<file path="src/mmfp_pkg.sv">
// Shared types, constants and helpers for the market message field parser.
// No dependencies; each file but mmfp_if.sv uses it by scoped names.
package mmfp_pkg;

	typedef enum logic [2:0] {
		KIND_A = 3'd0,
		KIND_P = 3'd1,
		KIND_E = 3'd2,
		KIND_X = 3'd3,
		KIND_S = 3'd4,
		KIND_C = 3'd5
	} kind_t;

	localparam logic [7:0] TYPE_A = 8'h41;
	localparam logic [7:0] TYPE_P = 8'h50;
	localparam logic [7:0] TYPE_E = 8'h45;
	localparam logic [7:0] TYPE_X = 8'h58;
	localparam logic [7:0] TYPE_S = 8'h53;
	localparam logic [7:0] TYPE_C = 8'h43;

	// Byte offsets inside a message; the longest layout ends at offset 31.
	localparam int POS_W = 5;

	typedef enum logic [3:0] {
		FLD_START  = 4'd0,
		FLD_TIME   = 4'd1,
		FLD_ORDER  = 4'd2,
		FLD_SIDE   = 4'd3,
		FLD_SHARES = 4'd4,
		FLD_STOCK  = 4'd5,
		FLD_PRICE  = 4'd6,
		FLD_PRINT  = 4'd7,
		FLD_EVENT  = 4'd8
	} field_t;

	// One classified byte, passed from the front to the back through the queue.
	typedef struct packed {
		kind_t       kind;
		field_t      field;
		logic        last;
		logic [7:0]  data;
	} cmd_t;

	localparam int QDEPTH = 4;
	localparam int QPTR_W = $clog2(QDEPTH);

	// Offset of the final byte of each layout.
	function automatic logic [POS_W-1:0] last_offset(input kind_t kind);
		logic [POS_W-1:0] off;
		case (kind)
			KIND_A, KIND_P: off = POS_W'(31);
			KIND_E, KIND_C: off = POS_W'(18);
			KIND_X:         off = POS_W'(23);
			default:        off = POS_W'(7);
		endcase
		return off;
	endfunction

endpackage

</file>
<file path="src/mmfp_if.sv">
// Valid/ready channel interfaces for the raw byte stream and decoded records.
// Depends on nothing but logic types; payload names follow the field list.
interface mmfp_in_if;
	logic        valid;
	logic        ready;
	logic [7:0]  data_byte;
	logic        message_start;

	modport source (output valid, output data_byte, output message_start, input ready);
	modport sink   (input valid, input data_byte, input message_start, output ready);
endinterface

interface mmfp_out_if;
	logic        valid;
	logic        ready;
	logic [2:0]  message_kind;
	logic [47:0] timestamp_ns;
	logic [63:0] order_reference;
	logic [7:0]  side_code;
	logic [31:0] share_count;
	logic [63:0] stock_name;
	logic [31:0] price_value;
	logic [7:0]  printable_flag;
	logic [7:0]  event_code;

	modport source (output valid, output message_kind, output timestamp_ns,
		output order_reference, output side_code, output share_count,
		output stock_name, output price_value, output printable_flag,
		output event_code, input ready);
	modport sink (input valid, input message_kind, input timestamp_ns,
		input order_reference, input side_code, input share_count,
		input stock_name, input price_value, input printable_flag,
		input event_code, output ready);
endinterface

</file>
<file path="src/mmfp_front.sv">
// Front end: tracks message position and layout, tags each byte with its field.
// Depends on mmfp_pkg and mmfp_in_if; pushes cmd_t beats into the queue.
module mmfp_front (
	input  logic                clk,
	input  logic                arst_n,
	mmfp_in_if.sink             msg,
	output logic                push_valid,
	input  logic                push_ready,
	output mmfp_pkg::cmd_t      push_cmd
);

	logic [mmfp_pkg::POS_W-1:0] pos_q;
	mmfp_pkg::kind_t            kind_q;
	logic                       active_q;

	mmfp_pkg::kind_t            dec_kind;
	logic                       dec_ok;
	logic                       accept;
	logic                       is_last;

	// Map position and layout to the field the byte belongs to.
	function automatic mmfp_pkg::field_t classify(input mmfp_pkg::kind_t kind,
			input logic [mmfp_pkg::POS_W-1:0] pos);
		mmfp_pkg::field_t f;
		if (pos <= mmfp_pkg::POS_W'(6)) begin
			f = mmfp_pkg::FLD_TIME;
		end else if (kind == mmfp_pkg::KIND_S) begin
			f = mmfp_pkg::FLD_EVENT;
		end else if (pos <= mmfp_pkg::POS_W'(14)) begin
			f = mmfp_pkg::FLD_ORDER;
		end else if (kind == mmfp_pkg::KIND_A || kind == mmfp_pkg::KIND_P) begin
			if (pos == mmfp_pkg::POS_W'(15))      f = mmfp_pkg::FLD_SIDE;
			else if (pos <= mmfp_pkg::POS_W'(19)) f = mmfp_pkg::FLD_SHARES;
			else if (pos <= mmfp_pkg::POS_W'(27)) f = mmfp_pkg::FLD_STOCK;
			else                                  f = mmfp_pkg::FLD_PRICE;
		end else begin
			if (pos <= mmfp_pkg::POS_W'(18))      f = mmfp_pkg::FLD_SHARES;
			else if (pos == mmfp_pkg::POS_W'(19)) f = mmfp_pkg::FLD_PRINT;
			else                                  f = mmfp_pkg::FLD_PRICE;
		end
		return f;
	endfunction

	always_comb begin
		dec_ok   = 1'b1;
		dec_kind = mmfp_pkg::KIND_A;
		case (msg.data_byte)
			mmfp_pkg::TYPE_A: dec_kind = mmfp_pkg::KIND_A;
			mmfp_pkg::TYPE_P: dec_kind = mmfp_pkg::KIND_P;
			mmfp_pkg::TYPE_E: dec_kind = mmfp_pkg::KIND_E;
			mmfp_pkg::TYPE_X: dec_kind = mmfp_pkg::KIND_X;
			mmfp_pkg::TYPE_S: dec_kind = mmfp_pkg::KIND_S;
			mmfp_pkg::TYPE_C: dec_kind = mmfp_pkg::KIND_C;
			default:          dec_ok   = 1'b0;
		endcase
	end

	assign is_last = (pos_q == mmfp_pkg::last_offset(kind_q));

	// Hold the stream while the queue is full, even for bytes that make no beat.
	assign msg.ready = push_ready;
	assign accept    = msg.valid && push_ready;

	always_comb begin
		push_cmd.data = msg.data_byte;
		if (msg.message_start) begin
			push_valid     = msg.valid && dec_ok;
			push_cmd.kind  = dec_kind;
			push_cmd.field = mmfp_pkg::FLD_START;
			push_cmd.last  = 1'b0;
		end else begin
			push_valid     = msg.valid && active_q;
			push_cmd.kind  = kind_q;
			push_cmd.field = classify(kind_q, pos_q);
			push_cmd.last  = is_last;
		end
	end

	always_ff @(posedge clk or negedge arst_n) begin
		if (!arst_n) begin
			pos_q    <= '0;
			kind_q   <= mmfp_pkg::KIND_A;
			active_q <= 1'b0;
		end else if (accept) begin
			if (msg.message_start) begin
				// Drop any partial message and start over on the new type byte.
				active_q <= dec_ok;
				kind_q   <= dec_kind;
				pos_q    <= dec_ok ? mmfp_pkg::POS_W'(1) : '0;
			end else if (active_q) begin
				if (is_last) begin
					active_q <= 1'b0;
					pos_q    <= '0;
				end else begin
					pos_q <= pos_q + mmfp_pkg::POS_W'(1);
				end
			end
		end
	end

endmodule

</file>
<file path="src/mmfp_queue.sv">
// Short flip-flop FIFO of classified byte beats between front and back.
// Depends on mmfp_pkg for cmd_t and the depth constants.
module mmfp_queue (
	input  logic                clk,
	input  logic                arst_n,
	input  logic                push_valid,
	output logic                push_ready,
	input  mmfp_pkg::cmd_t      push_cmd,
	output logic                pop_valid,
	input  logic                pop_ready,
	output mmfp_pkg::cmd_t      pop_cmd
);

	mmfp_pkg::cmd_t                 slot_q [mmfp_pkg::QDEPTH];
	logic [mmfp_pkg::QPTR_W-1:0]    head_q;
	logic [mmfp_pkg::QPTR_W-1:0]    tail_q;
	logic [mmfp_pkg::QPTR_W:0]      count_q;
	logic                           do_push;
	logic                           do_pop;

	assign push_ready = (count_q != (mmfp_pkg::QPTR_W+1)'(mmfp_pkg::QDEPTH));
	assign pop_valid  = (count_q != '0);
	assign pop_cmd    = slot_q[head_q];
	assign do_push    = push_valid && push_ready;
	assign do_pop     = pop_valid && pop_ready;

	always_ff @(posedge clk) begin
		if (do_push) begin
			slot_q[tail_q] <= push_cmd;
		end
	end

	always_ff @(posedge clk or negedge arst_n) begin
		if (!arst_n) begin
			head_q  <= '0;
			tail_q  <= '0;
			count_q <= '0;
		end else begin
			if (do_push) tail_q <= tail_q + mmfp_pkg::QPTR_W'(1);
			if (do_pop)  head_q <= head_q + mmfp_pkg::QPTR_W'(1);
			case ({do_push, do_pop})
				2'b10:   count_q <= count_q + (mmfp_pkg::QPTR_W+1)'(1);
				2'b01:   count_q <= count_q - (mmfp_pkg::QPTR_W+1)'(1);
				default: count_q <= count_q;
			endcase
		end
	end

endmodule

</file>
<file path="src/mmfp_back.sv">
// Back end: shifts tagged bytes into field accumulators and registers the record.
// Depends on mmfp_pkg and mmfp_out_if; pops cmd_t beats from the queue.
module mmfp_back (
	input  logic                clk,
	input  logic                arst_n,
	input  logic                pop_valid,
	output logic                pop_ready,
	input  mmfp_pkg::cmd_t      pop_cmd,
	mmfp_out_if.source          rec
);

	logic [47:0] time_q,   time_nxt;
	logic [63:0] order_q,  order_nxt;
	logic [7:0]  side_q,   side_nxt;
	logic [31:0] shares_q, shares_nxt;
	logic [63:0] stock_q,  stock_nxt;
	logic [31:0] price_q,  price_nxt;
	logic [7:0]  print_q,  print_nxt;
	logic [7:0]  event_q,  event_nxt;

	logic        out_valid_q;
	logic        do_pop;
	logic        emit;

	// Stall only a final beat while the previous record still waits.
	assign pop_ready = !pop_cmd.last || !out_valid_q || rec.ready;
	assign do_pop    = pop_valid && pop_ready;
	assign emit      = do_pop && pop_cmd.last;

	always_comb begin
		time_nxt   = time_q;
		order_nxt  = order_q;
		side_nxt   = side_q;
		shares_nxt = shares_q;
		stock_nxt  = stock_q;
		price_nxt  = price_q;
		print_nxt  = print_q;
		event_nxt  = event_q;
		case (pop_cmd.field)
			mmfp_pkg::FLD_START: begin
				time_nxt   = '0;
				order_nxt  = '0;
				side_nxt   = '0;
				shares_nxt = '0;
				stock_nxt  = '0;
				price_nxt  = '0;
				print_nxt  = '0;
				event_nxt  = '0;
			end
			mmfp_pkg::FLD_TIME:   time_nxt   = {time_q[39:0], pop_cmd.data};
			mmfp_pkg::FLD_ORDER:  order_nxt  = {order_q[55:0], pop_cmd.data};
			mmfp_pkg::FLD_SIDE:   side_nxt   = pop_cmd.data;
			mmfp_pkg::FLD_SHARES: shares_nxt = {shares_q[23:0], pop_cmd.data};
			mmfp_pkg::FLD_STOCK:  stock_nxt  = {stock_q[55:0], pop_cmd.data};
			mmfp_pkg::FLD_PRICE:  price_nxt  = {price_q[23:0], pop_cmd.data};
			mmfp_pkg::FLD_PRINT:  print_nxt  = pop_cmd.data;
			mmfp_pkg::FLD_EVENT:  event_nxt  = pop_cmd.data;
			default: ;
		endcase
	end

	always_ff @(posedge clk) begin
		if (do_pop) begin
			time_q   <= time_nxt;
			order_q  <= order_nxt;
			side_q   <= side_nxt;
			shares_q <= shares_nxt;
			stock_q  <= stock_nxt;
			price_q  <= price_nxt;
			print_q  <= print_nxt;
			event_q  <= event_nxt;
		end
		if (emit) begin
			rec.message_kind    <= pop_cmd.kind;
			rec.timestamp_ns    <= time_nxt;
			rec.order_reference <= order_nxt;
			rec.side_code       <= side_nxt;
			rec.share_count     <= shares_nxt;
			rec.stock_name      <= stock_nxt;
			rec.price_value     <= price_nxt;
			rec.printable_flag  <= print_nxt;
			rec.event_code      <= event_nxt;
		end
	end

	always_ff @(posedge clk or negedge arst_n) begin
		if (!arst_n) begin
			out_valid_q <= 1'b0;
		end else if (emit) begin
			out_valid_q <= 1'b1;
		end else if (rec.ready) begin
			out_valid_q <= 1'b0;
		end
	end

	assign rec.valid = out_valid_q;

endmodule

</file>
<file path="src/market_message_field_parser_core.sv">
// A record is registered at the output as its last byte's beat leaves the queue.
// Throughput: one byte per cycle unless stalled; at most one record per 8 bytes.
// The byte stream stalls only when the four-entry queue fills behind a record
// that the sink has not taken; the back end sets that by its output register.
// Reset (arst_n low) clears position, queue pointers and record valid at once;
// field accumulators are left unreset and are cleared by every known type byte.
module market_message_field_parser_core (
	input  logic        clk,
	input  logic        arst_n,
	mmfp_in_if.sink     msg,
	mmfp_out_if.source  rec
);

	// Classified beats between the position tracker and the field assembler.
	logic               push_valid;
	logic               push_ready;
	mmfp_pkg::cmd_t     push_cmd;
	logic               pop_valid;
	logic               pop_ready;
	mmfp_pkg::cmd_t     pop_cmd;

	// Front: decode the type byte, advance the byte offset, tag each byte.
	mmfp_front u_front (
		.clk        (clk),
		.arst_n     (arst_n),
		.msg        (msg),
		.push_valid (push_valid),
		.push_ready (push_ready),
		.push_cmd   (push_cmd)
	);

	// Queue: decouple the stream side from a stalled record sink.
	mmfp_queue u_queue (
		.clk        (clk),
		.arst_n     (arst_n),
		.push_valid (push_valid),
		.push_ready (push_ready),
		.push_cmd   (push_cmd),
		.pop_valid  (pop_valid),
		.pop_ready  (pop_ready),
		.pop_cmd    (pop_cmd)
	);

	// Back: shift bytes into fields and hold the finished record for the sink.
	mmfp_back u_back (
		.clk        (clk),
		.arst_n     (arst_n),
		.pop_valid  (pop_valid),
		.pop_ready  (pop_ready),
		.pop_cmd    (pop_cmd),
		.rec        (rec)
	);

endmodule

</file>
<file path="src/flat_wrapper.sv">
// flat-port wrapper written by rule: the top's interface ports become plain ports
module market_message_field_parser_core_flat 
  (clk, arst_n, msg_valid, msg_data_byte, msg_message_start, msg_ready, rec_valid, rec_message_kind, rec_timestamp_ns, rec_order_reference, rec_side_code, rec_share_count, rec_stock_name, rec_price_value, rec_printable_flag, rec_event_code, rec_ready);
  mmfp_in_if msg_i ();
  mmfp_out_if rec_i ();
  input  logic clk;
  input  logic arst_n;
  input wire logic [$bits(msg_i.valid)-1:0] msg_valid;
  input wire logic [$bits(msg_i.data_byte)-1:0] msg_data_byte;
  input wire logic [$bits(msg_i.message_start)-1:0] msg_message_start;
  output wire logic [$bits(msg_i.ready)-1:0] msg_ready;
  output wire logic [$bits(rec_i.valid)-1:0] rec_valid;
  output wire logic [$bits(rec_i.message_kind)-1:0] rec_message_kind;
  output wire logic [$bits(rec_i.timestamp_ns)-1:0] rec_timestamp_ns;
  output wire logic [$bits(rec_i.order_reference)-1:0] rec_order_reference;
  output wire logic [$bits(rec_i.side_code)-1:0] rec_side_code;
  output wire logic [$bits(rec_i.share_count)-1:0] rec_share_count;
  output wire logic [$bits(rec_i.stock_name)-1:0] rec_stock_name;
  output wire logic [$bits(rec_i.price_value)-1:0] rec_price_value;
  output wire logic [$bits(rec_i.printable_flag)-1:0] rec_printable_flag;
  output wire logic [$bits(rec_i.event_code)-1:0] rec_event_code;
  input wire logic [$bits(rec_i.ready)-1:0] rec_ready;
  assign msg_i.valid = msg_valid;
  assign msg_i.data_byte = msg_data_byte;
  assign msg_i.message_start = msg_message_start;
  assign msg_ready = msg_i.ready;
  assign rec_valid = rec_i.valid;
  assign rec_message_kind = rec_i.message_kind;
  assign rec_timestamp_ns = rec_i.timestamp_ns;
  assign rec_order_reference = rec_i.order_reference;
  assign rec_side_code = rec_i.side_code;
  assign rec_share_count = rec_i.share_count;
  assign rec_stock_name = rec_i.stock_name;
  assign rec_price_value = rec_i.price_value;
  assign rec_printable_flag = rec_i.printable_flag;
  assign rec_event_code = rec_i.event_code;
  assign rec_i.ready = rec_ready;
  market_message_field_parser_core u_core (.clk(clk), .arst_n(arst_n), .msg(msg_i), .rec(rec_i));
endmodule
</file>
<file path="config.mk">
export PLATFORM = sky130hd
export DESIGN_NAME = market_message_field_parser_core_flat
export DESIGN_NICKNAME = d
export VERILOG_FILES = /design/src/mmfp_pkg.sv /design/src/mmfp_if.sv /design/src/mmfp_front.sv /design/src/mmfp_queue.sv /design/src/mmfp_back.sv /design/src/market_message_field_parser_core.sv /design/src/flat_wrapper.sv
export SDC_FILE = /design/constraint.sdc
export NUM_CORES = 1
export LEC_CHECK = 0
export ABC_CLOCK_PERIOD_IN_PS = 51300
export BUFFER_PORTS_ARGS = -buffer_cell sky130_fd_sc_hd__buf_4
export CAP_MARGIN = 0
export CORE_MARGIN = 2
export CORE_UTILIZATION = 45
export CTS_CLUSTER_DIAMETER = 40
export DETAILED_ROUTE_END_ITERATION = 16
export GPL_TIMING_DRIVEN = 0
export PLACE_DENSITY = 0.64
export SETUP_SLACK_MARGIN = 0.5
export SKIP_CTS_REPAIR_TIMING = 1
export SLEW_MARGIN = 20
export SYNTH_ARGS = -nofsm -noshare
export SYNTH_HDL_FRONTEND = slang
export SYNTH_SLANG_ARGS = --single-unit
export TNS_END_PERCENT = 50
</file>
<file path="constraint.sdc">
create_clock -name clk -period 51.3 [get_ports clk]
set_clock_uncertainty 0.2 [all_clocks]
set_input_delay 5.13 -clock clk [delete_from_list [all_inputs] [get_ports clk]]
set_output_delay 5.13 -clock clk [all_outputs]
set_load 0.05 [all_outputs]
</file>
Word-level counts from Yosys, hierarchy flattened --
Memories as Yosys holds them, arrays and structs flattened. Index checks and enable logic that the tools add are counted.
Word-level totals: flip-flop bits (word level) 548, bits in writable memories 64, bits of input ports 13, output and inout bits 269, word-level logic and storage cells 116, memories kept 1
Memories:
- u_core.u_queue.slot_q | words 4, bits a word 16, rd ports 1, clocked after memory_dff 0, wr ports 1, RTL line mmfp_queue.sv:14 | mmfp_pkg::cmd_t slot_q [mmfp_pkg::QDEPTH];
Operators by class: add/subtract/negate cells 5, order comparisons 5, equal/unequal tests 25, multiplexer cells 34, reduce and logical (&&, ||, !) cells 22
Operators by type and width (number):
- one-hot mux 64 bit (2 select lines) | 2
- one-hot mux 32 bit (2 select lines) | 2
- one-hot mux 48 bit (2 select lines) | 1
- == test 8 x 7 -> 1 bit (second input constant) | 6
- one-hot mux 8 bit (2 select lines) | 3
- == test 4 x 3 -> 1 bit (second input constant) | 4
- 2-to-1 mux 4 bit | 4
- less-or-equal comparator 5 bit (second input constant) | 3
- 2-to-1 mux 5 bit | 3
- one-hot mux 3 bit (5 select lines) | 1
- one-hot mux 5 bit (3 select lines) | 1
- 2-to-1 mux 1 bit | 11
- == test 4 x 2 -> 1 bit (second input constant) | 2
- 2-to-1 mux 8 bit | 1
- == test 3 x 2 -> 1 bit (second input constant) | 2
- == test 3 bit (second input constant) | 2
- logical AND 1 bit | 6
- 2-to-1 mux 2 bit | 3
- one-hot mux 3 bit (2 select lines) | 1
- nonzero test 2 bit | 3
- OR reduction 6 bit | 1
- adder 5 x 1 -> 5 bit (second input constant) | 1
- == test 5 x 4 -> 1 bit (second input constant) | 1
- == test 5 bit | 1
- 20 further kinds | 26

Logic depth before layout (Yosys ltp) --
Gate-level depths: netlist (run 1).
depth in word-level cells 9, gate-level depth with buffers 10, depth with buffers taken out 10

Hierarchy --
Synthesis (run 1) repeated with hierarchy kept, for this count alone.
Second synthesis, totals: cell total of the unflattened synthesis 1692, area, all modules 24214.5 µm²
Modules (own cells, without submodules):
- mmfp_back | times used 1, cells each 1449, area an instance 20452.1 µm², seq. area each 15970.3 µm²
- mmfp_queue | times used 1, cells each 121, area an instance 2751.4 µm², seq. area each 2097.0 µm²
- mmfp_front | times used 1, cells each 122, area an instance 1011.0 µm², seq. area each 225.2 µm²

Least setup slack after synthesis (run 1) --
OpenSTA, ideal clock, no wires.
path type input to register, start input port rec_ready, end register u_core.u_back.rec.event_code[0], enable pin, setup time 663 ps, arrival time 26583 ps, required time 50437 ps, setup slack 23855 ps, stages on the path 3, buffers on the path 0, path through inv_1 -> a31oi_1 -> and2_1
On the way: word-level cells in the longest chain between the ends 3
Ends and longest elaborated chain:
- start: declaration | RTL line flat_wrapper.sv:22 | input wire logic [$bits(rec_i.ready)-1:0] rec_ready;
- logical OR 1 bit | RTL line mmfp_back.sv:26 | assign pop_ready = !pop_cmd.last || !out_valid_q || rec.ready;
- logical AND 1 bit | RTL line mmfp_back.sv:27 | assign do_pop = pop_valid && pop_ready;
- net u_core.u_back.do_pop | RTL line mmfp_back.sv:22 | logic do_pop;
- logical AND 1 bit | RTL line mmfp_back.sv:28 | assign emit = do_pop && pop_cmd.last;
- net u_core.u_back.emit | RTL line mmfp_back.sv:23 | logic emit;
- end signal: assignment | RTL line mmfp_back.sv:82 | rec.event_code <= event_nxt;
- end: declaration | RTL line mmfp_if.sv:29 | output event_code, input ready);
The timed path passes the listed nets, and every way through them passes these cells. A chain may end at the register's enable or synchronous reset.

Worst setup path in the final report (run 1) --
start input port msg_data_byte[3], end register u_core.u_queue.count_q[2] (netlist name)
On the way: word-level cells in the longest chain between the ends 8, elaborated cells between the ends (all ways) 15, classes of those cells 8 x eq/ne; 3 x mux; 4 x reduce/logical
Ends and longest elaborated chain:
- start: declaration | RTL line flat_wrapper.sv:9 | input wire logic [$bits(msg_i.data_byte)-1:0] msg_data_byte;
- == test 8 x 7 -> 1 bit | RTL line mmfp_front.sv:47 | case (msg.data_byte)
- OR reduction 6 bit (no line) *
- 2-to-1 mux 1 bit * | RTL line mmfp_front.sv:47
- logical AND 1 bit * | RTL line mmfp_front.sv:67 | push_valid = msg.valid && dec_ok;
- 2-to-1 mux 1 bit * | RTL line mmfp_front.sv:66 | if (msg.message_start) begin
- logical AND 1 bit * | RTL line mmfp_queue.sv:24 | assign do_push = push_valid && push_ready;
- == test 2 x 1 -> 1 bit or == test 2 bit (tied branches) | RTL line mmfp_queue.sv:41 | case ({do_push, do_pop})
- one-hot mux 3 bit (2 select lines) or nonzero test 2 bit (tied branches)
- end signal: assignment | RTL line mmfp_queue.sv:42 | 2'b10: count_q <= count_q + (mmfp_pkg::QPTR_W+1)'(1);
- end signal: assignment | RTL line mmfp_queue.sv:43 | 2'b01: count_q <= count_q - (mmfp_pkg::QPTR_W+1)'(1);
- end signal: assignment | RTL line mmfp_queue.sv:44 | default: count_q <= count_q;
- end: declaration | RTL line mmfp_queue.sv:17 | logic [mmfp_pkg::QPTR_W:0] count_q;
Every way passes the cells marked *; elsewhere a longest branch is shown, timed or not.

==> results of run 1 <==
[critical path: stages]
cell      delay, ns
buf_4          0.14
nor3b_1        0.33
o21bai_1       0.16
a21o_1         0.19
a21oi_1        0.46
inv_1          0.10
ha_1           0.25
fa_1           0.40
xnor2_1        0.19
nor2_1         0.07
xor2_1         0.14
[cell families after synthesis]
logic type | Yosys count | share of synthesized area, %
buffers and inverters | 91 | 2.32
AO/OA/AOI/OAI | 297 | 9.12
adder cells (fa/ha/maj) | 9 | 0.525
flip-flops | 612 | 79.9
AND/OR/NAND/NOR | 310 | 5.68
XOR/XNOR | 9 | 0.344
multiplexers | 27 | 2.10
[metrics by stage]
step           instance area [sq um]  worst slack [ns]
3_5_place_dp                   26400             43.41
6_report                       29100             44.03
2_1_floorplan                  22900             23.85
3_3_place_gp                   25800             13.41
5_1_grt                        29100             43.86
4_1_cts                        29100             44.03
[placed cells by master (no fill, tap or decap), types with 5 or more instances in the layout]
cell type and instances:
buf_2 24, nor3_1 6, a22o_1 144, o21ai_0 70, ha_1 8, buf_6 18
nor2_1 10, clkinv_4 6, nor3b_1 6, clkbuf_16 81, edfxtp_1 595, clkinv_2 7
mux2_2 9, bufinv_16 10, o21ai_1 54, inv_1 7, and2_1 6, inv_6 11
nand2_1 252, clkinvlp_4 7, dfrtp_1 17, buf_4 286, mux4_2 16, xnor2_1 5
buf_16 18, a21oi_1 7, clkbuf_1 43, or3_1 7
[cell usage after synthesis, drive strengths merged (2+ instances only)]
library cell  instances
inv                   7
a21o                  2
mux4                 16
o21ai               124
nand3                 4
nor3                  8
or3                   7
o31ai                 2
mux2i                 2
nand2b                2
xnor2                 5
ha                    8
o41ai                 3
and2                  7
edfxtp              595
buf                  49
and3                  4
clkbuf               35
a22o                144
dfrtp                17
a31oi                 4
o211ai                2
mux2                  9
xor2                  4
a21oi                 7
nand2               252
nor3b                 7
nor2                 11
[registers in the layout (all words and copies together), names as in the netlist, 5 cells and up]
name                               flops
u_core.u_back.side_q                   8
u_core.u_queue.slot_q                 64
u_core.u_back.rec.stock_name          64
u_core.u_back.rec.share_count         32
u_core.u_back.event_q                  8
u_core.u_back.print_q                  8
u_core.u_back.stock_q                 64
u_core.u_back.price_q                 32
u_core.u_back.rec.printable_flag       8
u_core.u_back.rec.order_reference     64
u_core.u_back.order_q                 64
u_core.u_front.pos_q                   5
u_core.u_back.time_q                  48
u_core.u_back.rec.side_code            8
u_core.u_back.rec.price_value         32
u_core.u_back.shares_q                32
u_core.u_back.rec.event_code           8
u_core.u_back.rec.timestamp_ns        48
[worst max-delay path by stage]
stage	start	to	slack [ns]	cells past startpoint
5_1_grt	msg_data_byte[3]	u_core.u_queue.count_q[2]	43.86	11
4_1_cts	msg_data_byte[3]	u_core.u_queue.slot_q[3][0]	44.03	6
2_1_floorplan	rec_ready	u_core.u_back.rec.event_code[0]	23.85	3
3_3_place_gp	rec_ready	u_core.u_back.rec.stock_name[46]	13.41	4
6_report	msg_data_byte[3]	u_core.u_queue.count_q[2]	44.03	11
3_5_place_dp	msg_data_byte[3]	u_core.u_queue.slot_q[3][4]	43.41	6
[metal layers]
layer / track usage, % / vias up / routed length, microns
met5: 0 / - / 0
met1: 27.0 / 6679 / 22700
li1: - / 6040 / -
met2: 31.8 / 442 / 25500
met3: 4.01 / 89 / 3100
met4: 7.77 / 0 / 1440
[cell type report]
type,instances,area share (%)
inverters,7,0.0903
clock buffers,92,7.14
well taps,672,2.89
repair buffers,300,9.07
plain buffers,84,1.74
multi-input cells,652,14.1
clock inverters,48,2.11
flip-flops and latches,612,62.9
==> results.toml, run 1 <==
[timing]
clock.fmax_ghz = 0.138
drv_slew = 0
final_hold_viol_count = 0
finalSetupViolCount = 0
finalSetupTns_ns = 0
worstMarginPinSlew_ns = 0.983
timing.hold.ws_ns = 0.288
rsz0062_at_grt = "no"
slew_headroom_pct = 34.5
min_period_over_period_pct = 14.2
period_needed_ns = 7.27

[synth]
ys_types = 54
synth_edf_count = 595
synth_cells = 1355
synth.area.top_cells = "edfxtp_1 78%, a22o_1 5.5%, nand2_1 4.1%"
synth_top_area_share_pct = 78.0
netlist_area_sq_um = 22900
async_flop_share_pct = 2.78
synth_ff_type = "edfxtp_1"
synth_fp_nets = 1377
yosysWarnings = 0
avgSynthCellArea_sq_um = 16.9
yosysTopAreaCell = "edfxtp_1"
synth-seq-cells = 612
ys_seq_area_share_pct = 79.9

[min_path]
worstHoldStart = "u_core.u_queue.count_q[2]"
hold_class = "register to register"
min_to = "u_core.u_queue.count_q[2]"
worstHoldPathCells = 1

[cells_and_area]
multi_input_area_sq_um = 4090
fin_util_pct = 58.0
final-seq-area_sq_um = 18300
diodes = 0
area_growth_syn_to_layout_pct = 27.1
instances_no_fill = 2467
fillCellCount = 3826
drive_above_1_share_pct = 28.5
final_net_count = 1756

[route]
drc = 0
firstDrtPassIters = 5
via_per_inst = 5.37
first_iter_violations = 950
ant_nets = 0
drt-total-wl_microns = 52700
post_drt_wl_per_cell_microns = 21.4
vias = 13300

[floorplanning]
die_w_microns = 230
start_util_pct = 45.6
rows = 82
io_pins = 282
core_sq_um = 50200
die_h_microns = 230
dieArea_sq_um = 52700

[critical_path]
rr_startpoint = "u_core.u_queue.head_q[0]"
required_ns = 51.58
reg2regPathDepth = 8
crit_path_max_fanout = 7
crit_path_end_kind = "register"
r2r_slack_ns = 47.69
start_kind = "primary input"
path_class = "primary input to register"
r2r_end = "u_core.u_back.rec.order_reference[61]"
worstPathArrival_ns = 7.55

[clock_network]
cts_made_buffers = 77
cts_tree = "built"
cts_sinks = 612
path_clk_slew_ns = 0.05
htreeDepth = 3
cts.path.max_buffers = 3
clock_latency_ns = 0.62
cts_root_buffer = "clkbuf_16"

[grt]
antenna_found_initial = 0
grt_use_total_pct = 19.9
grt_pass1_vias = 13200
grt_first_pass_wirelength_microns = 79400
grt_overflow_total = 0
grt_max_degree = 61

[place]
dp_hpwl_microns = 34700
numPortBuffers = 280
placedCellCount = 2327
gp_congestion = 0.837

[run]
maxCapViolCount = 0

[run_status]
status = "finished clean"
Power of run 1 is left out: the tool's default activity adds up to more than one toggle a clock period on the data nets, which glitch-free logic cannot reach.
==> inputs of run 2 (changes only) <==
ABC_CLOCK_PERIOD_IN_PS = 5830   (was 51300)
PLACE_DENSITY = 0.67   (was 0.64)
clock period = 5.83 ns   (was 51.3 ns; I/O delays follow)
==> run 2 against run 1 <==
Design area rose by 0.19%. Sequential share of layout area fell by 0.12 points. Count of clock-buffer cells in the layout fell by 3. Register-to-register slack got worse by 45 ns. Die area did not move. Global-route usage fell by 0.17 points. First-iteration DRC count rose by 26%. Largest cell class unchanged.
==> results.toml, run 2 (synthesis results as in run 1) <==
[timing]
finalSetupViolCount = 0
worstMarginPinSlew_ns = 0.996
rsz0062_at_grt = "no"
final_hold_viol_count = 0
min_period_over_period_pct = 61.4
slew_headroom_pct = 33.6
period_needed_ns = 3.58
drv_slew = 0
clock.fmax_ghz = 0.279

[cells_and_area]
final_net_count = 1763
drive_above_1_share_pct = 28.5
fillCellCount = 3809
final-seq-area_sq_um = 18300
final_common_cell = "edfxtp_1"
area_growth_syn_to_layout_pct = 27.3
multi_input_area_sq_um = 4090
fin_util_pct = 58.1
diodes = 0
final_cell_mix = "595 x edfxtp_1, 286 x buf_4, 252 x nand2_1, 144 x a22o_1, 81 x clkbuf_16"

[critical_path]
critPathMaxStageDelay_ns = 0.62
worstPathArrival_ns = 3.66
required_ns = 5.91
start_kind = "register"
r2r_end = "u_core.u_back.rec.order_reference[46]"
path_class = "register to register"
crit_path_max_fanout = 58
crit_path_cell_trace = "buf_6, mux4_2, a31oi_4, and2_4, buf_16, buf_16"
cp_common_cell = "buf_16"
crit_path_end_kind = "register"
reg2regPathDepth = 6
cpMaxStageDelayCell = "and2_4"
rr_startpoint = "u_core.u_queue.head_q[0]"
r2r_slack_ns = 2.25

[min_path]
hold_class = "primary input to register"
min_to = "u_core.u_queue.slot_q[0][3]"
worstHoldStart = "msg_data_byte[3]"
worstHoldPathCells = 1

[floorplanning]
start_util_pct = 45.6
die_w_microns = 230
core_sq_um = 50200
die_h_microns = 230
dieArea_sq_um = 52700
rows = 82
io_pins = 282

[route]
via_per_inst = 5.36
ant_nets = 0
firstDrtPassIters = 7
vias = 13300
post_drt_wl_per_cell_microns = 21.2
drt-total-wl_microns = 52600
drc = 0
first_iter_violations = 1198

[place]
numPortBuffers = 280
dp_hpwl_microns = 34600
gp_congestion = 0.838

[grt]
grt_first_pass_wirelength_microns = 79000
grt_max_degree = 59
grt_use_total_pct = 19.7
grt_overflow_total = 0
antenna_found_initial = 0
grt_pass1_vias = 13200

[clock_network]
cts_root_buffer = "clkbuf_16"
path_clk_slew_ns = 0.06
cts_tree = "built"
clock_latency_ns = 0.62
cts_made_buffers = 79
cts_sinks = 612
htreeDepth = 3
cts.path.max_buffers = 3

[run_status]
status = "finished clean"

[run]
maxCapViolCount = 0
==> run 2: cell types whose count changed in the layout (fill, tap and decap cells not counted), sizes merged <==
| cell | delta |
|---|---|
| clkinv | +6 |
| dlygate4sd3 | +5 |
| clkinvlp | -1 |
| clkbuf | -3 |
| bufinv | -3 |
| inv | +7 |
==> run 2: area by class of cell <==
cell class / instances / share of cell area [%]
Inverter: 7 / 0.0902
Multi-Input combinational cell: 652 / 14.0
Clock buffer: 89 / 7.06
Sequential cell: 612 / 62.8
Buffer: 84 / 1.73
Tap cell: 672 / 2.88
Clock inverter: 57 / 2.25
Timing Repair Buffer: 305 / 9.18
==> run 2: stage by stage <==
| step | hold WS (ns) | setup TNS [ns] | instance area (sq um) | setup slack (ns) | cells |
|---|---|---|---|---|---|
| finish | 0.0165 | 0 | 29100 | 2.25 | 2478 |
| global route | 0.00519 | 0 | 29100 | 2.08 | 2478 |
| CTS | -0.397 | 0 | 29100 | 2.20 | 2473 |
| detailed placement | 0.265 | 0 | 26400 | 2.22 | 2327 |
| global placement | 0.267 | -2802.09 | 25900 | -7.76 | 2307 |
| floorplan | 0.0874 | -1222.78 | 22900 | -4.09 | 1355 |
==> run 2: metal layers <==
metal  up-vias  routed length [microns]  part of all wire (%)  GRT usage, %
met5         -                        0                     0             0
met4         0                      905                   1.7          6.68
met3        55                     3160                   6.0          4.05
met2       450                    25800                    49          31.6
met1      6710                    22700                    43          27.1
li1       6067                        -                     -             -
==> run 2: worst max-delay path by stage <==
stage                                  start                               endpoint  slack, ns  cells after the start
finish              u_core.u_queue.head_q[0]  u_core.u_back.rec.order_reference[46]       2.25                      6
global route        u_core.u_queue.head_q[0]     u_core.u_back.rec.timestamp_ns[41]       2.08                      6
CTS                 u_core.u_queue.head_q[0]  u_core.u_back.rec.order_reference[57]       2.20                      6
detailed placement  u_core.u_queue.head_q[0]  u_core.u_back.rec.order_reference[27]       2.22                      6
global placement    u_core.u_queue.head_q[0]       u_core.u_back.rec.stock_name[30]      -7.76                      4
floorplan           u_core.u_queue.head_q[0]        u_core.u_back.rec.event_code[0]      -4.09                      4
==> run 2: worst max-delay path, delay by kind of cell (launching register included) <==
family                 cells  cell delay, ns
buffers and inverters      3            0.81
and+or+nand+nor            1            0.62
AOI/OAI and AO/OA          1            0.61
muxes                      1            0.59
DFF                        1            0.34
Power of run 2 is left out for the same reason.
